`src/rtl/sha1sh_pkg.sv`:
```
// shared types, constants and codes for the sha-1 stream hasher
`default_nettype none

package sha1sh_pkg;

	typedef logic [31:0] word_t;

	typedef enum logic {
		CMD_ABSORB = 1'b0,
		CMD_FINISH = 1'b1
	} cmd_t;

	typedef struct packed {
		cmd_t        cmd;
		logic [7:0]  data_byte;
	} item_t;

	typedef struct packed {
		word_t       digest_word;
		logic [2:0]  word_index;
		logic        last_word;
	} digest_t;

	typedef enum logic [2:0] {
		ST_IDLE,
		ST_PAD,
		ST_ROUND,
		ST_FOLD,
		ST_EMIT
	} state_t;

	localparam int unsigned NUM_WORDS = 5;
	localparam int unsigned WIN_DEPTH = 16;

	localparam logic [6:0] LAST_ROUND   = 7'd79;
	localparam logic [6:0] SCHED_ROUNDS = 7'd16;
	localparam logic [6:0] PHASE1_END   = 7'd20;
	localparam logic [6:0] PHASE2_END   = 7'd40;
	localparam logic [6:0] PHASE3_END   = 7'd60;

	localparam logic [5:0] LAST_BYTE_POS = 6'd63;
	localparam logic [5:0] LEN_POS       = 6'd56;
	localparam logic [2:0] LAST_LEN_BYTE = 3'd7;
	localparam logic [2:0] LAST_WORD_IDX = 3'd4;
	localparam logic [7:0] PAD_MARK      = 8'h80;

	localparam word_t K0 = 32'h5A827999;
	localparam word_t K1 = 32'h6ED9EBA1;
	localparam word_t K2 = 32'h8F1BBCDC;
	localparam word_t K3 = 32'hCA62C1D6;

	localparam word_t H_INIT [NUM_WORDS] = '{
		32'h67452301, 32'hEFCDAB89, 32'h98BADCFE, 32'h10325476, 32'hC3D2E1F0
	};

endpackage

`default_nettype wire

```
`src/rtl/sha1sh_round.sv`:
```
// one sha-1 compression round: mixing function, round constant and five-term add
`default_nettype none

module sha1sh_round (
	input  sha1sh_pkg::word_t  a,
	input  sha1sh_pkg::word_t  b,
	input  sha1sh_pkg::word_t  c,
	input  sha1sh_pkg::word_t  d,
	input  sha1sh_pkg::word_t  e,
	input  sha1sh_pkg::word_t  w,
	input  logic [6:0]         round_idx,
	output sha1sh_pkg::word_t  t
);
	import sha1sh_pkg::*;

	word_t f;
	word_t k;

	always_comb begin
		priority if (round_idx < PHASE1_END) begin
			f = (b & c) | (~b & d);
			k = K0;
		end else if (round_idx < PHASE2_END) begin
			f = b ^ c ^ d;
			k = K1;
		end else if (round_idx < PHASE3_END) begin
			f = (b & c) | (b & d) | (c & d);
			k = K2;
		end else begin
			f = b ^ c ^ d;
			k = K3;
		end
	end

	assign t = {a[26:0], a[31:27]} + f + e + w + k;

endmodule

`default_nettype wire

```
`src/rtl/sha1_stream_hasher_core.sv`:
```
// top level of the sha-1 stream hasher: byte packing, padding, schedule and round sequencer
`default_nettype none

// SHA-1 hasher fed one byte per input beat (cmd absorb) and closed by a finish beat,
// which answers with the five big-endian digest words on the output channel, the
// fifth marked last; the hasher then starts over for the next message. An absorb
// beat is taken while the input is ready; after every 64th byte of a message the
// input stays not ready while one shared round unit runs the 80 rounds one per
// cycle against a 16-word shift line for the schedule, then the fold step folds
// the result into the chaining words. A finish beat shifts in the 0x80 mark, zeros
// and the 8-byte length one byte per cycle through the same path, with one
// compression, or, with more than 55 bytes pending, two compressions. An emit step
// then loads the digest into the output register and the input is ready again.
// Digest words drain on their own; a following finish waits in that load step
// only if the previous digest is still being read out.
module sha1_stream_hasher_core (
	input  logic                 clk,
	input  logic                 arst_n,
	input  logic                 item_valid,
	output logic                 item_ready,
	input  sha1sh_pkg::item_t    item,
	output logic                 digest_valid,
	input  logic                 digest_ready,
	output sha1sh_pkg::digest_t  digest
);
	import sha1sh_pkg::*;

	state_t      state_q, state_d;

	word_t       h_q [NUM_WORDS];
	word_t       a_q, b_q, c_q, d_q, e_q;
	word_t       win_q [WIN_DEPTH];
	logic [23:0] acc_q;
	logic [5:0]  fill_q;
	logic [60:0] byte_cnt_q;
	logic [6:0]  round_q;

	logic        finishing_q;
	logic        mark_done_q;
	logic [2:0]  len_cnt_q;
	logic        len_done_q;

	logic [159:0] dig_q;
	logic [2:0]   out_cnt_q;
	logic         out_valid_q;

	logic        in_fire;
	logic        out_fire;
	logic        push_en;
	logic [7:0]  push_byte;
	logic        in_len;
	logic        emit;
	logic        win_shift;
	word_t       win_in;
	word_t       w_sched;
	word_t       t_round;
	logic [63:0] len_bits;

	assign item_ready = (state_q == ST_IDLE);
	assign in_fire    = item_valid && item_ready;
	assign out_fire   = out_valid_q && digest_ready;

	assign len_bits = {byte_cnt_q, 3'b000};
	assign in_len   = mark_done_q && ((len_cnt_q != 3'd0) || (fill_q == LEN_POS));

	// next state and byte source
	always_comb begin
		state_d   = state_q;
		push_en   = 1'b0;
		push_byte = item.data_byte;
		emit      = 1'b0;
		unique case (state_q)
			ST_IDLE: begin
				if (in_fire) begin
					if (item.cmd == CMD_ABSORB) begin
						push_en = 1'b1;
						if (fill_q == LAST_BYTE_POS) begin
							state_d = ST_ROUND;
						end
					end else begin
						state_d = ST_PAD;
					end
				end
			end
			ST_PAD: begin
				push_en = 1'b1;
				if (!mark_done_q) begin
					push_byte = PAD_MARK;
				end else if (in_len) begin
					push_byte = len_bits[{~len_cnt_q, 3'b000} +: 8];
				end else begin
					push_byte = 8'h00;
				end
				if (fill_q == LAST_BYTE_POS) begin
					state_d = ST_ROUND;
				end
			end
			ST_ROUND: begin
				if (round_q == LAST_ROUND) begin
					state_d = ST_FOLD;
				end
			end
			ST_FOLD: begin
				if (len_done_q) begin
					state_d = ST_EMIT;
				end else if (finishing_q) begin
					state_d = ST_PAD;
				end else begin
					state_d = ST_IDLE;
				end
			end
			ST_EMIT: begin
				if (!out_valid_q) begin
					emit    = 1'b1;
					state_d = ST_IDLE;
				end
			end
			default: begin
				state_d = ST_IDLE;
			end
		endcase
	end

	// schedule word: stored words for the first sixteen rounds, then the expansion
	assign w_sched = (round_q < SCHED_ROUNDS) ? win_q[0] :
		{win_q[13][30:0] ^ win_q[8][30:0] ^ win_q[2][30:0] ^ win_q[0][30:0],
		 win_q[13][31] ^ win_q[8][31] ^ win_q[2][31] ^ win_q[0][31]};

	assign win_shift = (push_en && (fill_q[1:0] == 2'b11)) || (state_q == ST_ROUND);
	assign win_in    = (state_q == ST_ROUND) ? w_sched : {acc_q, push_byte};

	sha1sh_round u_round (
		.a         (a_q),
		.b         (b_q),
		.c         (c_q),
		.d         (d_q),
		.e         (e_q),
		.w         (w_sched),
		.round_idx (round_q),
		.t         (t_round)
	);

	always_ff @(posedge clk or negedge arst_n) begin
		if (!arst_n) begin
			state_q <= ST_IDLE;
		end else begin
			state_q <= state_d;
		end
	end

	// control and chaining state
	always_ff @(posedge clk or negedge arst_n) begin
		if (!arst_n) begin
			for (int i = 0; i < NUM_WORDS; i++) begin
				h_q[i] <= H_INIT[i];
			end
			fill_q      <= '0;
			byte_cnt_q  <= '0;
			round_q     <= '0;
			finishing_q <= 1'b0;
			mark_done_q <= 1'b0;
			len_cnt_q   <= '0;
			len_done_q  <= 1'b0;
			out_cnt_q   <= '0;
			out_valid_q <= 1'b0;
		end else begin
			if (in_fire && (item.cmd == CMD_ABSORB)) begin
				byte_cnt_q <= byte_cnt_q + 61'd1;
			end
			if (in_fire && (item.cmd == CMD_FINISH)) begin
				finishing_q <= 1'b1;
			end
			if (push_en) begin
				fill_q <= fill_q + 6'd1;
				if (fill_q == LAST_BYTE_POS) begin
					round_q <= '0;
				end
			end
			if ((state_q == ST_PAD) && !mark_done_q) begin
				mark_done_q <= 1'b1;
			end
			if ((state_q == ST_PAD) && in_len) begin
				len_cnt_q <= len_cnt_q + 3'd1;
				if (len_cnt_q == LAST_LEN_BYTE) begin
					len_done_q <= 1'b1;
				end
			end
			if (state_q == ST_ROUND) begin
				round_q <= round_q + 7'd1;
			end
			if (state_q == ST_FOLD) begin
				h_q[0] <= h_q[0] + a_q;
				h_q[1] <= h_q[1] + b_q;
				h_q[2] <= h_q[2] + c_q;
				h_q[3] <= h_q[3] + d_q;
				h_q[4] <= h_q[4] + e_q;
			end
			if (out_fire) begin
				out_cnt_q <= out_cnt_q + 3'd1;
				if (out_cnt_q == LAST_WORD_IDX) begin
					out_valid_q <= 1'b0;
				end
			end
			if (emit) begin
				for (int i = 0; i < NUM_WORDS; i++) begin
					h_q[i] <= H_INIT[i];
				end
				byte_cnt_q  <= '0;
				finishing_q <= 1'b0;
				mark_done_q <= 1'b0;
				len_cnt_q   <= '0;
				len_done_q  <= 1'b0;
				out_cnt_q   <= '0;
				out_valid_q <= 1'b1;
			end
		end
	end

	// datapath registers
	always_ff @(posedge clk) begin
		if (push_en) begin
			acc_q <= {acc_q[15:0], push_byte};
			if (fill_q == LAST_BYTE_POS) begin
				a_q <= h_q[0];
				b_q <= h_q[1];
				c_q <= h_q[2];
				d_q <= h_q[3];
				e_q <= h_q[4];
			end
		end
		if (state_q == ST_ROUND) begin
			a_q <= t_round;
			b_q <= a_q;
			c_q <= {b_q[1:0], b_q[31:2]};
			d_q <= c_q;
			e_q <= d_q;
		end
		if (win_shift) begin
			for (int i = 0; i < WIN_DEPTH - 1; i++) begin
				win_q[i] <= win_q[i + 1];
			end
			win_q[WIN_DEPTH - 1] <= win_in;
		end
		if (emit) begin
			dig_q <= {h_q[0], h_q[1], h_q[2], h_q[3], h_q[4]};
		end else if (out_fire) begin
			dig_q <= {dig_q[127:0], 32'h0000_0000};
		end
	end

	assign digest_valid       = out_valid_q;
	assign digest.digest_word = dig_q[159:128];
	assign digest.word_index  = out_cnt_q;
	assign digest.last_word   = (out_cnt_q == LAST_WORD_IDX);

endmodule

`default_nettype wire

```
`config.mk`:
```
export PLATFORM = sky130hd
export DESIGN_NAME = sha1_stream_hasher_core
export DESIGN_NICKNAME = d
export VERILOG_FILES = /design/src/rtl/sha1sh_pkg.sv /design/src/rtl/sha1sh_round.sv /design/src/rtl/sha1_stream_hasher_core.sv
export SDC_FILE = /design/constraint.sdc
export NUM_CORES = 2
export LEC_CHECK = 0
export ABC_CLOCK_PERIOD_IN_PS = 16140
export BUFFER_PORTS_ARGS = -buffer_cell sky130_fd_sc_hd__buf_2
export CAP_MARGIN = 20
export CORE_UTILIZATION = 55
export CTS_BUF_LIST = sky130_fd_sc_hd__clkbuf_16
export CTS_CLUSTER_SIZE = 16
export DETAILED_ROUTE_END_ITERATION = 6
export PLACE_DENSITY = 0.69
export SYNTH_ARGS = -nofsm -noshare
export SYNTH_HDL_FRONTEND = slang
export SYNTH_SLANG_ARGS = --single-unit
```
`constraint.sdc`:
```
create_clock -name clk -period 16.14 [get_ports clk]
set_input_delay 4.842 -clock clk [delete_from_list [all_inputs] [get_ports clk]]
set_output_delay 4.842 -clock clk [all_outputs]
set_load 0.05 [all_outputs]
```
==> flow_metrics.env <==
export IMPL_clock_root_buffer="sky130_fd_sc_hd__clkbuf_16"
export IMPL_via_count_of_the_first_global_routing_pass=33600
export IMPL_crit_fanout=156
export IMPL_hold_violations=0
export IMPL_async_flop_share=0.224
export IMPL_synth_top_area_frac=0.469
export IMPL_worst_clock_skew_ns=0.0203
export IMPL_yosys_top_cells_count="sky130_fd_sc_hd__nand2_1 (1058), sky130_fd_sc_hd__edfxtp_1 (856), sky130_fd_sc_hd__o21ai_0 (285), sky130_fd_sc_hd__nor2_1 (224), sky130_fd_sc_hd__ha_1 (210)"
export IMPL_post_cts_resized_instances=0
export IMPL_cellLeakagePower_nw=24.4
export IMPL_detail_route_antenna_nets=0
export IMPL_worst_ep_arrival_time_ns=8.37
export IMPL_gp_congestion=0.927
export IMPL_numCtsBuffers=113
export IMPL_placed_area_um2=56100
export IMPL_die_width_um=318
export IMPL_seq_cells_post_synth=1103
export IMPL_synth_largest_area_cell="sky130_fd_sc_hd__edfxtp_1"
export IMPL_detail_route_vias_per_cell=5.74
export IMPL_antenna_cells=0
export IMPL_yosysMostFrequentCell="sky130_fd_sc_hd__nand2_1"
export IMPL_status="completed"
export IMPL_post_cts_hold_buffer_count=0
export IMPL_crit_path_top_delay_cell="sky130_fd_sc_hd__buf_4"
export IMPL_slew_viol_final=0
export IMPL_design_core_area_um2=98600
export IMPL_design_die_area_um2=101000
export IMPL_maxCapViolations=0
export IMPL_worstSetupPathType="primary input to flop"
export IMPL_ys_top_cells_by_area="sky130_fd_sc_hd__edfxtp_1 (47%), sky130_fd_sc_hd__dfrtp_1 (7.6%), sky130_fd_sc_hd__nand2_1 (7.2%)"
export IMPL_synth_fp_nets=5051
export IMPL_cp_required_ns=16.45
export IMPL_worstSetupEndpointType="flop"
export IMPL_final_cell_area_um2=60000
export IMPL_cp_slowest_stage_delay_ns=0.88
export IMPL_ys_flop_type="sky130_fd_sc_hd__edfxtp_1"
export IMPL_final_min_period_over_clock_period=0.500
export IMPL_timing_max_slew_rel_slack=0.222
export IMPL_grt_start_max_net_pins=221
export IMPL_drt_first_pass_iters=6
export IMPL_drt_wl_total_mm=128
export IMPL_nets=5048
export IMPL_hpwl_mm=87.5
export IMPL_total_power_w=0.00593
export IMPL_cts_max_level=3
export IMPL_floorplan_io_pins=51
export IMPL_die_height_um=318
export IMPL_post_route_drc_count=0
export IMPL_maxClockFrequency_mhz=124
export IMPL_holdCritPathClass="flop to flop"
export IMPL_drt_iter0_markers=3132
export IMPL_cts_setup_buffers=0
export IMPL_post_synth_num_cell_types=107
export IMPL_worst_slew_pin_transition_ns=1.15
export IMPL_grt_pass1_wl_mm=197
export IMPL_clock_sink_count=1103
export IMPL_setup_violations_final=0
export IMPL_post_synth_instance_area_um2=54800
export IMPL_grt_antenna_before_repair=0
export IMPL_synth_enable_flop_cells=856
export IMPL_synth_avg_cell_area_um2=11.6
export IMPL_globalRouteTotalUtil=0.254
export IMPL_seq_area_frac_synth=0.584
export IMPL_power_density_cell_area_nw_per_um2=98.9
export IMPL_path_buf_inv=4
export IMPL_fillers=7698
export IMPL_cp_cell_sequence="buf_2 > and3b_1 > nor2_1 > inv_1 > nand2_1 > nand2_8 > buf_4 > buf_12"
export IMPL_clk_pin_slew_ns=0.06
export IMPL_clock_insertion_delay_worst_skew_ns=0.69
export IMPL_netlist_instances=4711
export IMPL_initial_core_util=0.556
export IMPL_critical_path_startpoint_type="primary input"
export IMPL_worst_ir_drop_vdd_v=0.000107
export IMPL_post_route_min_period_ns=8.06
export IMPL_area_growth_pct=9.51
export IMPL_cpLargestDelayFamily="buffers and inverters"
export IMPL_grt_overflow=0
export IMPL_row_count=115
export IMPL_io_buffer_count=50
export IMPL_cts_path_max_buffers=3
export IMPL_drive_gt1_frac=0.0912
export IMPL_synth_yosys_warnings=0
export IMPL_routed_via_count=35000
export IMPL_clock_tree_from_tritoncts="yes"
export IMPL_drt_wirelength_per_cell_um=21.0
export IMPL_rsz0062_at_grt="false"
export IMPL_fin_tns_setup_ns=0
-- cell usage in the layout, fill, tap and decap left out, types with 28 or more instances in the layout --
cell                        instances
sky130_fd_sc_hd__a21o_1            69
sky130_fd_sc_hd__a21oi_1          208
sky130_fd_sc_hd__and2_1            45
sky130_fd_sc_hd__and3_1            28
sky130_fd_sc_hd__buf_2             49
sky130_fd_sc_hd__clkbuf_16        113
sky130_fd_sc_hd__clkinv_2          28
sky130_fd_sc_hd__dfrtp_1          167
sky130_fd_sc_hd__dfstp_2           80
sky130_fd_sc_hd__edfxtp_1         856
sky130_fd_sc_hd__fa_1             117
sky130_fd_sc_hd__ha_1             210
sky130_fd_sc_hd__inv_1            208
sky130_fd_sc_hd__mux2i_1           46
sky130_fd_sc_hd__nand2_1         1056
sky130_fd_sc_hd__nand3_1           72
sky130_fd_sc_hd__nor2_1           221
sky130_fd_sc_hd__nor3_1            46
sky130_fd_sc_hd__o211ai_1          49
sky130_fd_sc_hd__o21ai_0          285
sky130_fd_sc_hd__o21ai_1           32
sky130_fd_sc_hd__xnor2_1          198
sky130_fd_sc_hd__xor2_1           111
-- path summary, 6_finish.rpt --
check | cells past startpoint | end | start | slack, ns
max reg2reg | 24 | a_q[31]$_DFFE_PP_ | round_q[3]$_DFFE_PN0P_ | 8.26
min reg2reg | 0 | win_q[1][221]$_DFFE_PP_ | win_q[1][253]$_DFFE_PP_ | 0.41
max in group asynchronous | 3 | h_q[90]$_DFFE_PN0P_ | arst_n | 9.91
max | 8 | win_q[0][26]$_DFFE_PP_ | item[8] | 8.08
min in group asynchronous | 1 | byte_cnt_q[40]$_DFFE_PN0P_ | arst_n | 4.14
min | 0 | win_q[1][221]$_DFFE_PP_ | win_q[1][253]$_DFFE_PP_ | 0.41
-- final cells by class --
type | count | area [um^2] | area share
clock inverters | 99 | 1060 | 0.0176
repair buffers | 83 | 591 | 0.00984
clock buffers | 113 | 2830 | 0.0471
multi-input cells | 3214 | 21200 | 0.353
well taps | 1287 | 1610 | 0.0268
inverters | 193 | 729 | 0.0122
flip-flops and latches | 1103 | 32000 | 0.533
-- worst register-to-register path, cell delays in order, from the launching register on --
cell and delay (ns):
sky130_fd_sc_hd__dfrtp_1 0.43, sky130_fd_sc_hd__and3_1 0.25, sky130_fd_sc_hd__a21oi_1 0.65, sky130_fd_sc_hd__nand2_1 0.88
sky130_fd_sc_hd__inv_1 0.20, sky130_fd_sc_hd__buf_4 0.37, sky130_fd_sc_hd__nor2_2 0.08, sky130_fd_sc_hd__buf_4 0.25
sky130_fd_sc_hd__inv_1 0.59, sky130_fd_sc_hd__o21ai_0 0.27, sky130_fd_sc_hd__ha_1 0.27, sky130_fd_sc_hd__fa_1 0.52
sky130_fd_sc_hd__ha_1 0.17, sky130_fd_sc_hd__inv_1 0.07, sky130_fd_sc_hd__fa_1 0.45, sky130_fd_sc_hd__nor2b_1 0.17
sky130_fd_sc_hd__o31a_1 0.23, sky130_fd_sc_hd__o211ai_2 0.17, sky130_fd_sc_hd__a211o_1 0.36, sky130_fd_sc_hd__a311oi_2 0.51
sky130_fd_sc_hd__a2111oi_4 0.16, sky130_fd_sc_hd__o21ai_1 0.16, sky130_fd_sc_hd__a31oi_1 0.11, sky130_fd_sc_hd__xnor2_1 0.16
sky130_fd_sc_hd__o21ai_1 0.07
-- sequential cells by signal, indices dropped and copies added (netlist names) --
| register | flops |
|---|---|
| h_q | 160 |
| d_q | 32 |
| digest_valid | 1 |
| len_done_q | 1 |
| finishing_q | 1 |
| win_q | 512 |
| mark_done_q | 1 |
| len_cnt_q | 3 |
| state_q | 3 |
| round_q | 7 |
| out_cnt_q | 3 |
| fill_q | 6 |
| byte_cnt_q | 61 |
| c_q | 32 |
| dig_q | 160 |
| b_q | 32 |
| a_q | 32 |
| acc_q | 24 |
| e_q | 32 |
-- layer usage --
metal	vias up	wire length, um	track usage
li1	16600	-	-
met1	17100	59900	0.385
met2	1043	56300	0.378
met3	177	7980	0.0355
met4	0	3630	0.0831
met5	-	0	0
-- cells by family after synthesis --
family | Yosys count | share of synthesized area
buf+inv | 394 | 0.0303
simple gates | 1633 | 0.129
fa+ha+maj | 327 | 0.0907
mux | 64 | 0.0148
xor+xnor | 309 | 0.0494
flops | 1103 | 0.584
compound gates | 881 | 0.103
-- where the power goes --
part           leakage (nW)  switching (W)  internal [W]
sequential             12.0      0.0000169       0.00308
clock                  1.97        0.00110       0.00161
combinational          10.4       0.000102     0.0000223
total                  24.4        0.00122       0.00471
-- metrics by stage --
step                cells  hold slack, ns  worst slack [ns]   util
floorplan            4711           0.400              3.46      -
global route         6092           0.411              7.83  0.609
finish               6092           0.411              8.08  0.609
global placement     5878           0.400              6.56  0.569
CTS                  6090           0.409              7.26  0.609
detailed placement   5878           0.405              6.49  0.569
Power figures use the tool's default switching activity.
